[src/design/assert_macros.svh]
// Assertion helpers shared by the RTL.
`ifndef ASSERT_MACROS_SVH
`define ASSERT_MACROS_SVH

// Same-cycle implication, disabled while reset is low.
`define OLT_ASSERT_IMP(lbl, clk, rstn, pre, post, msg) \
    lbl: assert property (@(posedge clk) disable iff (!(rstn)) (pre) |-> (post)) \
        else $error(msg);

// Next-cycle implication, disabled while reset is low.
`define OLT_ASSERT_NXT(lbl, clk, rstn, pre, post, msg) \
    lbl: assert property (@(posedge clk) disable iff (!(rstn)) (pre) |=> (post)) \
        else $error(msg);

`endif

[src/design/olt_pkg.sv]
`default_nettype none
package olt_pkg;

    localparam int CAPACITY   = 64;
    localparam int ADDR_W     = $clog2(CAPACITY);
    localparam int CNT_W      = $clog2(CAPACITY + 1);
    localparam int DATA_W     = 32;
    localparam int CMD_W      = 4;
    localparam int POS_W      = 7;
    localparam int STAT_W     = 3;
    localparam int OUT_CNT_W  = 7;
    localparam int OUT_IDX_W  = 7;
    localparam int IN_DATA_W  = 40;
    localparam int IN_USER_W  = 4;
    localparam int OUT_DATA_W = 56;

    localparam logic [CMD_W-1:0] CMD_PUSH_BACK  = 4'd0;
    localparam logic [CMD_W-1:0] CMD_POP_BACK   = 4'd1;
    localparam logic [CMD_W-1:0] CMD_PUSH_FRONT = 4'd2;
    localparam logic [CMD_W-1:0] CMD_POP_FRONT  = 4'd3;
    localparam logic [CMD_W-1:0] CMD_INSERT     = 4'd4;
    localparam logic [CMD_W-1:0] CMD_ERASE      = 4'd5;
    localparam logic [CMD_W-1:0] CMD_FIND       = 4'd6;
    localparam logic [CMD_W-1:0] CMD_REMOVE_ONE = 4'd7;
    localparam logic [CMD_W-1:0] CMD_REMOVE_ALL = 4'd8;
    localparam logic [CMD_W-1:0] CMD_FRONT      = 4'd9;
    localparam logic [CMD_W-1:0] CMD_BACK       = 4'd10;

    localparam logic [STAT_W-1:0] ST_OK       = 3'd0;
    localparam logic [STAT_W-1:0] ST_FULL     = 3'd1;
    localparam logic [STAT_W-1:0] ST_EMPTY    = 3'd2;
    localparam logic [STAT_W-1:0] ST_BADPOS   = 3'd3;
    localparam logic [STAT_W-1:0] ST_NOTFOUND = 3'd4;

    typedef struct packed {
        logic [CMD_W-1:0]  cmd;
        logic [POS_W-1:0]  position;
        logic [DATA_W-1:0] value;
    } req_t;

    typedef struct packed {
        logic [STAT_W-1:0]    status;
        logic [OUT_CNT_W-1:0] count;
        logic [OUT_IDX_W-1:0] found_index;
        logic [DATA_W-1:0]    read_value;
    } result_t;

    typedef struct packed {
        logic              wr_en;
        logic [ADDR_W-1:0] wr_addr;
        logic [DATA_W-1:0] wr_data;
        logic [ADDR_W-1:0] rd_addr;
    } mem_req_t;

endpackage
`default_nettype wire

[src/design/olt_store.sv]
`default_nettype none
module olt_store (
    input  wire logic                      aclk,
    input  wire olt_pkg::mem_req_t         mem_req,
    output logic [olt_pkg::DATA_W-1:0]     rd_data
);
    import olt_pkg::*;

    logic [DATA_W-1:0] mem [CAPACITY];

    always_ff @(posedge aclk) begin
        if (mem_req.wr_en) begin
            mem[mem_req.wr_addr] <= mem_req.wr_data;
        end
    end

    always_ff @(posedge aclk) begin
        rd_data <= mem[mem_req.rd_addr];
    end

endmodule
`default_nettype wire

[src/design/olt_ctrl.sv]
`default_nettype none
module olt_ctrl (
    input  wire logic                   aclk,
    input  wire logic                   aresetn,
    input  wire logic                   in_valid,
    output logic                        in_ready,
    input  wire olt_pkg::req_t          in_req,
    output olt_pkg::mem_req_t           mem_req,
    input  wire logic [olt_pkg::DATA_W-1:0] mem_rdata,
    output logic                        res_valid,
    input  wire logic                   res_ready,
    output olt_pkg::result_t            res
);
    import olt_pkg::*;

    localparam logic [2:0] S_IDLE = 3'd0;
    localparam logic [2:0] S_SCAN = 3'd1;
    localparam logic [2:0] S_UP   = 3'd2;
    localparam logic [2:0] S_PUT  = 3'd3;
    localparam logic [2:0] S_READ = 3'd4;
    localparam logic [2:0] S_FIN  = 3'd5;

    logic [2:0]           state_reg, state_next;
    logic [CNT_W-1:0]     cnt_reg, cnt_next;
    logic                 dv_reg, dv_next;
    logic [CMD_W-1:0]     cmd_reg, cmd_next;
    logic [ADDR_W-1:0]    pos_reg, pos_next;
    logic [DATA_W-1:0]    val_reg, val_next;
    logic [CNT_W-1:0]     rd_ptr_reg, rd_ptr_next;
    logic [CNT_W-1:0]     wr_ptr_reg, wr_ptr_next;
    logic [CNT_W-1:0]     left_reg, left_next;
    logic [ADDR_W-1:0]    idx_reg, idx_next;
    logic                 found_reg, found_next;
    logic [STAT_W-1:0]    stat_reg, stat_next;
    logic [OUT_IDX_W-1:0] fidx_reg, fidx_next;
    logic [DATA_W-1:0]    rval_reg, rval_next;

    logic [POS_W+CNT_W-1:0]     cnt_w, pos_w, ins_pos_w;
    logic [OUT_IDX_W+ADDR_W-1:0] idx_ext;
    logic [OUT_CNT_W+CNT_W-1:0]  cnt_ext;
    logic is_empty, is_full, issue, hit, skip;

    assign cnt_w    = {{POS_W{1'b0}}, cnt_reg};
    assign pos_w    = {{CNT_W{1'b0}}, in_req.position};
    assign idx_ext  = {{OUT_IDX_W{1'b0}}, idx_reg};
    assign cnt_ext  = {{OUT_CNT_W{1'b0}}, cnt_reg};
    assign is_empty = (cnt_reg == '0);
    assign is_full  = (cnt_reg >= CNT_W'(CAPACITY));

    always_comb begin
        unique case (in_req.cmd)
            CMD_PUSH_BACK:  ins_pos_w = cnt_w;
            CMD_PUSH_FRONT: ins_pos_w = '0;
            default:        ins_pos_w = pos_w;
        endcase
    end

    // erase and pop_front drop a position; the remove commands drop matches
    assign hit = (cmd_reg == CMD_ERASE || cmd_reg == CMD_POP_FRONT) ?
                 (idx_reg == pos_reg) : (mem_rdata == val_reg);
    assign skip = hit && (cmd_reg == CMD_REMOVE_ALL || !found_reg);

    always_comb begin
        state_next  = state_reg;
        cnt_next    = cnt_reg;
        dv_next     = dv_reg;
        cmd_next    = cmd_reg;
        pos_next    = pos_reg;
        val_next    = val_reg;
        rd_ptr_next = rd_ptr_reg;
        wr_ptr_next = wr_ptr_reg;
        left_next   = left_reg;
        idx_next    = idx_reg;
        found_next  = found_reg;
        stat_next   = stat_reg;
        fidx_next   = fidx_reg;
        rval_next   = rval_reg;
        issue       = 1'b0;

        mem_req.wr_en   = 1'b0;
        mem_req.wr_addr = wr_ptr_reg[ADDR_W-1:0];
        mem_req.wr_data = mem_rdata;
        mem_req.rd_addr = rd_ptr_reg[ADDR_W-1:0];

        unique case (state_reg)
            S_IDLE: begin
                if (in_valid) begin
                    cmd_next    = in_req.cmd;
                    val_next    = in_req.value;
                    stat_next   = ST_OK;
                    fidx_next   = '1;
                    rval_next   = '0;
                    found_next  = 1'b0;
                    dv_next     = 1'b0;
                    wr_ptr_next = '0;
                    rd_ptr_next = '0;
                    state_next  = S_FIN;
                    unique case (in_req.cmd)
                        CMD_PUSH_BACK, CMD_PUSH_FRONT, CMD_INSERT: begin
                            if (ins_pos_w > cnt_w) begin
                                stat_next = ST_BADPOS;
                            end else if (is_full) begin
                                stat_next = ST_FULL;
                            end else begin
                                pos_next    = ins_pos_w[ADDR_W-1:0];
                                left_next   = cnt_reg - ins_pos_w[CNT_W-1:0];
                                rd_ptr_next = cnt_reg - CNT_W'(1);
                                state_next  = (ins_pos_w == cnt_w) ? S_PUT : S_UP;
                            end
                        end
                        CMD_POP_BACK: begin
                            if (is_empty) stat_next = ST_EMPTY;
                            else cnt_next = cnt_reg - CNT_W'(1);
                        end
                        CMD_POP_FRONT: begin
                            if (is_empty) begin
                                stat_next = ST_EMPTY;
                            end else begin
                                pos_next   = '0;
                                state_next = S_SCAN;
                            end
                        end
                        CMD_ERASE: begin
                            if (pos_w >= cnt_w) begin
                                stat_next = ST_BADPOS;
                            end else begin
                                pos_next   = pos_w[ADDR_W-1:0];
                                state_next = S_SCAN;
                            end
                        end
                        CMD_FIND: begin
                            if (is_empty) stat_next = ST_NOTFOUND;
                            else state_next = S_SCAN;
                        end
                        CMD_REMOVE_ONE, CMD_REMOVE_ALL: begin
                            if (is_empty) stat_next = ST_EMPTY;
                            else state_next = S_SCAN;
                        end
                        CMD_FRONT: begin
                            if (is_empty) stat_next = ST_EMPTY;
                            else state_next = S_READ;
                        end
                        CMD_BACK: begin
                            if (is_empty) begin
                                stat_next = ST_EMPTY;
                            end else begin
                                rd_ptr_next = cnt_reg - CNT_W'(1);
                                state_next  = S_READ;
                            end
                        end
                        default: begin
                        end
                    endcase
                end
            end
            S_UP: begin
                // read j, write it back at j+1 in the next cycle, top down
                if (dv_reg) begin
                    mem_req.wr_en = 1'b1;
                end
                if (left_reg != '0) begin
                    rd_ptr_next = rd_ptr_reg - CNT_W'(1);
                    left_next   = left_reg - CNT_W'(1);
                    wr_ptr_next = rd_ptr_reg + CNT_W'(1);
                    dv_next     = 1'b1;
                end else begin
                    dv_next = 1'b0;
                    if (!dv_reg) state_next = S_PUT;
                end
            end
            S_PUT: begin
                mem_req.wr_en   = 1'b1;
                mem_req.wr_addr = pos_reg;
                mem_req.wr_data = val_reg;
                cnt_next        = cnt_reg + CNT_W'(1);
                state_next      = S_FIN;
            end
            S_SCAN: begin
                // compaction pass (find only scans): keepers are written back at the write pointer
                issue = (rd_ptr_reg < cnt_reg);
                if (issue) begin
                    rd_ptr_next = rd_ptr_reg + CNT_W'(1);
                    idx_next    = rd_ptr_reg[ADDR_W-1:0];
                    dv_next     = 1'b1;
                end else begin
                    dv_next = 1'b0;
                end
                if (dv_reg) begin
                    if (hit && !found_reg) begin
                        found_next = 1'b1;
                        if (cmd_reg == CMD_FIND) fidx_next = idx_ext[OUT_IDX_W-1:0];
                    end
                    if (cmd_reg != CMD_FIND && !skip) begin
                        mem_req.wr_en = 1'b1;
                        wr_ptr_next   = wr_ptr_reg + CNT_W'(1);
                    end
                end
                if (!issue && !dv_reg) begin
                    stat_next = found_reg ? ST_OK : ST_NOTFOUND;
                    if (cmd_reg != CMD_FIND) cnt_next = wr_ptr_reg;
                    state_next = S_FIN;
                end
            end
            S_READ: begin
                if (!dv_reg) begin
                    dv_next = 1'b1;
                end else begin
                    rval_next  = mem_rdata;
                    dv_next    = 1'b0;
                    state_next = S_FIN;
                end
            end
            S_FIN: begin
                if (res_ready) state_next = S_IDLE;
            end
            default: begin
                state_next = S_IDLE;
            end
        endcase
    end

    always_ff @(posedge aclk) begin
        if (!aresetn) begin
            state_reg <= S_IDLE;
            cnt_reg   <= '0;
            dv_reg    <= 1'b0;
        end else begin
            state_reg <= state_next;
            cnt_reg   <= cnt_next;
            dv_reg    <= dv_next;
        end
    end

    always_ff @(posedge aclk) begin
        cmd_reg    <= cmd_next;
        pos_reg    <= pos_next;
        val_reg    <= val_next;
        rd_ptr_reg <= rd_ptr_next;
        wr_ptr_reg <= wr_ptr_next;
        left_reg   <= left_next;
        idx_reg    <= idx_next;
        found_reg  <= found_next;
        stat_reg   <= stat_next;
        fidx_reg   <= fidx_next;
        rval_reg   <= rval_next;
    end

    assign in_ready        = (state_reg == S_IDLE);
    assign res_valid       = (state_reg == S_FIN);
    assign res.status      = stat_reg;
    assign res.count       = cnt_ext[OUT_CNT_W-1:0];
    assign res.found_index = fidx_reg;
    assign res.read_value  = rval_reg;

endmodule
`default_nettype wire

[src/design/ordered_list_table.sv]
// Channel  Dir  tdata                                   tuser
// s_       in   [6:0] position, [38:7] value, pad        [3:0] cmd
// m_       out  [2:0] status, [9:3] count,                none
//               [16:10] found_index, [48:17] read_value
//
// One request at a time. pop_back, unused codes and error cases go straight to
// the result, push_back writes one element, front/back read one, insert first
// shifts the elements from the position up, and erase, pop_front, find and removes
// scan the element memory through its single read port. Reset (aresetn, synchronous,
// low) empties the list. A held result does not block acceptance of the next request.
`default_nettype none
`include "assert_macros.svh"
module ordered_list_table (
    input  wire logic                               aclk,
    input  wire logic                               aresetn,
    input  wire logic                               s_tvalid,
    output logic                                    s_tready,
    // [6:0] position, [38:7] value, [39] zero
    input  wire logic [olt_pkg::IN_DATA_W-1:0]      s_tdata,
    // [3:0] cmd
    input  wire logic [olt_pkg::IN_USER_W-1:0]      s_tuser,
    output logic                                    m_tvalid,
    input  wire logic                               m_tready,
    // [2:0] status, [9:3] count, [16:10] found_index, [48:17] read_value, rest zero
    output logic [olt_pkg::OUT_DATA_W-1:0]          m_tdata
);
    import olt_pkg::*;

    req_t              in_req;
    mem_req_t          mem_req;
    logic [DATA_W-1:0] mem_rdata;
    logic              res_valid, res_ready;
    result_t           res;
    logic              m_valid_reg, m_valid_next;
    result_t           m_res_reg;

    assign in_req.cmd      = s_tuser[CMD_W-1:0];
    assign in_req.position = s_tdata[POS_W-1:0];
    assign in_req.value    = s_tdata[POS_W+DATA_W-1:POS_W];

    olt_ctrl u_ctrl (
        .aclk      (aclk),
        .aresetn   (aresetn),
        .in_valid  (s_tvalid),
        .in_ready  (s_tready),
        .in_req    (in_req),
        .mem_req   (mem_req),
        .mem_rdata (mem_rdata),
        .res_valid (res_valid),
        .res_ready (res_ready),
        .res       (res)
    );

    olt_store u_store (
        .aclk    (aclk),
        .mem_req (mem_req),
        .rd_data (mem_rdata)
    );

    assign res_ready = !m_valid_reg || m_tready;

    always_comb begin
        m_valid_next = m_valid_reg;
        if (res_valid && res_ready) m_valid_next = 1'b1;
        else if (m_tready)          m_valid_next = 1'b0;
    end

    always_ff @(posedge aclk) begin
        if (!aresetn) begin
            m_valid_reg <= 1'b0;
        end else begin
            m_valid_reg <= m_valid_next;
        end
    end

    always_ff @(posedge aclk) begin
        if (res_valid && res_ready) m_res_reg <= res;
    end

    assign m_tvalid = m_valid_reg;
    assign m_tdata  = {{(OUT_DATA_W - STAT_W - OUT_CNT_W - OUT_IDX_W - DATA_W){1'b0}},
                       m_res_reg.read_value, m_res_reg.found_index,
                       m_res_reg.count, m_res_reg.status};

    `OLT_ASSERT_NXT(a_busy_after_req, aclk, aresetn, s_tvalid && s_tready, !s_tready,
        "request accepted while a request is in work")
    `OLT_ASSERT_IMP(a_full_count, aclk, aresetn,
        m_tvalid && m_res_reg.status == ST_FULL,
        m_res_reg.count == OUT_CNT_W'(CAPACITY), "full status with count below capacity")
    `OLT_ASSERT_IMP(a_empty_count, aclk, aresetn,
        m_tvalid && m_res_reg.status == ST_EMPTY,
        m_res_reg.count == '0, "empty status with nonzero count")
    `OLT_ASSERT_IMP(a_index_ok, aclk, aresetn,
        m_tvalid && m_res_reg.found_index != '1,
        m_res_reg.status == ST_OK, "found index without ok status")

endmodule
`default_nettype wire
[config.mk]
export PLATFORM = sky130hd
export DESIGN_NAME = ordered_list_table
export DESIGN_NICKNAME = d
export VERILOG_FILES = /design/src/design/olt_pkg.sv /design/src/design/olt_store.sv /design/src/design/olt_ctrl.sv /design/src/design/ordered_list_table.sv
export VERILOG_INCLUDE_DIRS = /design/src /design/src/design
export SDC_FILE = /design/constraint.sdc
export NUM_CORES = 2
export LEC_CHECK = 0
export ABC_AREA = 1
export ABC_CLOCK_PERIOD_IN_PS = 4000
export BUFFER_PORTS_ARGS = -buffer_cell sky130_fd_sc_hd__buf_2
export CAP_MARGIN = 20
export CORE_MARGIN = 3
export CORE_UTILIZATION = 40
export CTS_CLUSTER_SIZE = 28
export DETAILED_ROUTE_END_ITERATION = 7
export PLACE_DENSITY = 0.56
export RECOVER_POWER = 50
export SLEW_MARGIN = 20
export SYNTH_ARGS = -nofsm -noshare
export SYNTH_HDL_FRONTEND = slang
export SYNTH_SLANG_ARGS = --single-unit
[constraint.sdc]
create_clock -name aclk -period 4 [get_ports aclk]
set_input_delay 0.6 -clock aclk [delete_from_list [all_inputs] [get_ports aclk]]
set_output_delay 0.6 -clock aclk [all_outputs]
set_load 0.02 [all_outputs]
=== Word-level counts from Yosys, hierarchy flattened ===
Memories as Yosys holds them, arrays and structs flattened. A register that Yosys moved wholly into a read port is not among the register bits.
Index checks and enable logic that the tools add are counted.

* Register bits: 173
* RAM bits: 2048
* Bits of input ports: 48
* Word-level logic and storage cells: 199
* Memories: 1

* Add/subtract/negate cells: 7
* $lt $le $gt $ge: 4
* Equality and inequality tests: 45
* Multiplexer cells: 81
* Reduce and logical (&&, ||, !) cells: 42

{| class="wikitable"
|+ Memory list
! memory !! words !! width !! rd ports !! clocked after Yosys merged registers in !! wr ports !! RTL line !! RTL
|-
| u_store.mem || 64 || 32 || 1 || 1 || 1 || olt_store.sv:9 || <nowiki>logic [DATA_W-1:0] mem [CAPACITY];</nowiki>
|}

{| class="wikitable"
|+ Operators with widths
! kind !! count
|-
| two-way mux 7 bit || 24
|-
| two-way mux 32 bit || 2
|-
| case mux 32 bit (2 select lines) || 1
|-
| case mux 7 bit (3 select lines) || 3
|-
| case mux 7 bit (2 select lines) || 4
|-
| two-way mux 3 bit || 15
|-
| two-way mux 38 bit || 1
|-
| == test 32 bit || 1
|-
| == test 4 x 3 -> 1 bit (second input constant) || 6
|-
| two-way mux 6 bit || 4
|-
| inequality test 2 x 1 -> 1 bit (second input constant) || 12
|-
| case mux 3 bit (4 select lines) || 2
|-
| adder 7 x 1 -> 7 bit (second input constant) || 3
|-
| subtractor 7 x 1 -> 7 bit (second input constant) || 3
|-
| inequality test 2 bit (second input constant) || 10
|-
| case mux 3 bit (6 select lines) || 1
|-
| case mux 6 bit (3 select lines) || 1
|-
| AND reduction 6 bit || 3
|-
| two-way mux 1 bit || 17
|-
| == test 4 bit (second input constant) || 4
|-
| == test 4 x 2 -> 1 bit (second input constant) || 3
|-
| AND reduction 5 bit || 2
|-
| nonzero test 3 bit || 3
|-
| AND reduction 4 bit || 2
|-
| 33 further kinds || 52
|}

=== Logic depth before layout (Yosys ltp) ===
* Word-level depth: 11
* Depth in mapped cells: 15
* Depth with buffers taken out: 15

=== Hierarchy ===
Synthesis repeated with hierarchy kept, for this count alone.

* Cells, all modules: 7705
* Area total of the unflattened synthesis: 91861.9 µm²

{| class="wikitable"
|+ Modules (own cells, without submodules)
! module !! instances !! cells each !! area an instance (µm²)
|-
| olt_store || 1 || 6785 || 82785.6
|-
| olt_ctrl || 1 || 856 || 7497.2
|-
| ordered_list_table || 1 || 64 || 1579.0
|}

=== Least setup slack after synthesis ===
No wires, ideal clock.

* Path type: register -> register
* Start point: register u_ctrl.state_reg[2]
* End point: memory u_store.mem[0][26], data pin
* Setup time: 0.702 ns
* Arrival time: 3.609 ns
* Data required time: 3.298 ns
* Slack: -0.310 ns
* Stages on the path, launching flop included: 8
* Period minus slack after synthesis: 4.310 ns
* Path through: dfxtp_1 -> nor2_4 -> inv_4 -> nor2_8 -> buf_6 -> buf_2 -> clkbuf_1 -> o21ai_0

{| class="wikitable"
|+ RTL lines
! item !! RTL line !! RTL
|-
| start, declared || olt_ctrl.sv:23 || <nowiki>logic [2:0] state_reg, state_next;</nowiki>
|-
| start signal, assigned || olt_ctrl.sv:228 || <nowiki>state_reg <= state_next;</nowiki>
|-
| end, declared || olt_store.sv:9 ||
|}

==> impl_metrics.json <==
{
  "finalWorstSetupSlack_ns": 0.477,
  "worstSetupStartpointType": "flop",
  "path_cells": "buf_4 -> clkbuf_1 -> o21ai_0 -> o221ai_1 -> nand3_1 -> nand2_1 -> nand2_1 -> nand3_1",
  "cts.path.max_buffers": 3,
  "fin_area_um2": 102000,
  "p_leak_nw": 32.4,
  "worstSkewPairLatency_ns": 0.86,
  "synth_seq_cells": 2253,
  "worstHoldPathCells": 3,
  "ff2ff_setup_slack_ns": 0.48,
  "drtIter0Drc": 5995,
  "num-nets-final": 6774,
  "ant_nets": 0,
  "largest_reg_flops": 2048,
  "cts.sinks": 2253,
  "core_um2": 221000,
  "cts_buffers": 220,
  "regMostFlops": "u_store.mem",
  "dieArea_um2": 228000,
  "whs_ns": 0.0860,
  "whs_endpoint": "u_ctrl.dv_reg",
  "dp_slack_ns": 0.650,
  "root_buffer": "clkbuf_16",
  "synth_edf_count": 2209,
  "worstHoldStart": "aresetn",
  "status": "finished, violations left",
  "setup-violations-final": 0,
  "synth_area_leaders": "edfxtp_1 74%, o21ai_0 6.1%, nor2_1 5.0%, o221ai_1 4.2%, nand3_1 1.9%",
  "vdd_drop_max_mv": 0.584,
  "pwr_density_cell_nw_per_um2": 776,
  "initial_core_util_pct": 40.4,
  "synth_warnings": 0,
  "io_pins": 106,
  "required_ns": 4.73,
  "hold_viol": 0,
  "fmax_mhz": 284,
  "fp.dieW_um": 478,
  "synth_area_um2": 89100,
  "fillers": 19233,
  "tritoncts": "yes",
  "cp_max_fo": 25,
  "grt_pass1_wl_um": 377000,
  "cp-startpoint": "u_ctrl.rd_ptr_reg[1]",
  "drt-pass1-iter-count": 5,
  "avgRoutedWirePerCell_um": 26.3,
  "antenna_found_initial": 7,
  "crit_arrival_ns": 4.26,
  "synth.avg_cell_area_um2": 13.6,
  "drt-total-wl_um": 259000,
  "yosys.area.top_type_share_pct": 74.5,
  "critPathCaptureType": "flop",
  "cts_resized": 0,
  "grt_usage_pct": 22.1,
  "layout_commonest_cell": "edfxtp_1",
  "fin_cells": 9843,
  "slowest_delay_ns": 0.89,
  "grt-ovfl-total": 0,
  "min_period_over_period_pct": 88.1,
  "dpl.cell_count": 9396,
  "period_needed_ns": 3.52,
  "area_delta_synth_final_pct": 14.7,
  "crit_path_top_delay_cell": "edfxtp_1",
  "post_cts_buffers": 0,
  "multi_input_area_um2": 20100,
  "seqCellArea_um2": 67200,
  "post_drt_via_cell_ratio": 5.78,
  "drcViolationCount": 0,
  "async_flop_share_pct": 0,
  "fin_skew_ns": 0.0262,
  "fp-row-count": 172,
  "grt_max_degree": 159,
  "path_delay_family": "buffers and inverters",
  "synth_cell_types": 56,
  "path_buf_inv": 2,
  "gp_congestion": 0.843,
  "ys_seq_area_share_pct": 75.4,
  "slew_violations": 290,
  "h-tree-depth": 4,
  "synth_flop_cell": "edfxtp_1",
  "r2r_end": "u_store.rd_data[22]",
  "port_buffers": 97,
  "criticalPathCategory": "reg -> reg",
  "synth_top_area_cell": "edfxtp_1",
  "r2r_cells": 8,
  "failed_checks": "capacitance limit, slew limit",
  "rsz0062_at_grt": "no",
  "cap_violations": 9,
  "fp.dieH_um": 478,
  "vias": 56861,
  "hp-class": "in -> reg",
  "layout_common_cells": "2,209 x edfxtp_1, 1,121 x nor2_1, 1,057 x o21ai_0",
  "clk_pin_slew_ns": 0.07,
  "worst_pin_slew_ns": 2.21,
  "final_layout_size_suffix_gt1_share_pct": 10.4,
  "r2r-start": "u_ctrl.rd_ptr_reg[1]",
  "synthCells": 6568,
  "slew_headroom_pct": -47.2,
  "dpl_cell_area_um2": 95300,
  "grt_pass1_vias": 54121,
  "dp_hpwl_um": 147000
}
-- repair_timing --
action,4_1_cts,5_1_grt
hold endpoints to repair,35,0
setup endpoints to repair,0,0
hold buffers,35,0
-- power by group --
group | switching [mW] | leakage (nW) | internal, mW
Clock | 8.81 | 3.41 | 11.5
Combinational | 20.8 | 8.65 | 7.02
Sequential | 0.593 | 20.4 | 30.6
-- Yosys cell counts (3+ instances only) --
cell type / instances
a21oi_1: 31
nand2_1: 273
nor2_4: 3
nor3_1: 14
o22ai_1: 95
xnor2_1: 24
buf_2: 132
nor4_1: 3
o211ai_1: 90
nor2_1: 1184
inv_2: 13
o21ai_1: 6
buf_4: 9
ha_1: 24
nand2_2: 15
or2_1: 4
o21ai_0: 1085
a22o_1: 3
inv_4: 4
xor2_1: 20
o21bai_2: 3
nand3_1: 338
buf_1: 22
o21ai_2: 8
dfxtp_1: 44
inv_1: 109
or2_2: 7
nor3_2: 5
nand4_1: 13
o21bai_1: 3
clkbuf_1: 304
nand2_4: 4
nor2_2: 8
o221ai_1: 432
edfxtp_1: 2209
-- metrics by stage --
step                      setup TNS (ns)  power [mW]  util [%]
after detailed placement               0        59.5      43.2
after global placement                 0        58.8      43.1
after CTS                              0        79.7      46.5
final                                  0        79.3      46.3
after global routing                   0        82.8      46.3
after floorplan                  -427.44        47.0         -
-- how the worst max path moves through the flow --
stage / end / slack, ns / cells after the start
floorplan: u_store.mem[0][26] / -0.31 / 7
global placement: u_store.mem[26][21] / 0.56 / 13
detailed placement: u_store.mem[45][21] / 0.65 / 11
CTS: u_store.mem[45][19] / 0.63 / 11
global route: u_ctrl.cnt_reg[5] / 0.23 / 12
finish: u_store.rd_data[22] / 0.48 / 8
-- kinds of logic after synthesis --
kind of cell,Yosys count,share of synthesized area [%]
and+or+nand+nor,1877,8.70
buffers and inverters,595,2.75
xor gates and xnor gates,44,0.433
DFF,2253,75.4
AOI/OAI and AO/OA,1774,12.3
other,1,0.00421
adders and majority gates,24,0.337
-- layout make-up --
class                      count  share of cell area, %
inverter                     127                  0.510
sequential                  2253                   65.8
tap                         2958                   3.62
clock buffer                 271                   5.65
antenna                        7                 0.0171
multi-input combinational   3726                   19.7
timing repair buffer         374                   3.56
clock inverter               127                   1.19
-- tightest hold or removal path, cell delays in order --
cell	delay, ns
buf_2	0.17
nand2_1	0.09
inv_1	0.03
-- metal layers --
metal	global-route usage, %	up-vias	routed length [µm]
li1	-	25195	-
met1	31.9	29001	112000
met2	34.4	2309	118000
met3	3.51	356	19600
met4	7.03	0	8610
met5	0	-	0
No activity file was read; power rests on OpenSTA's default activity.
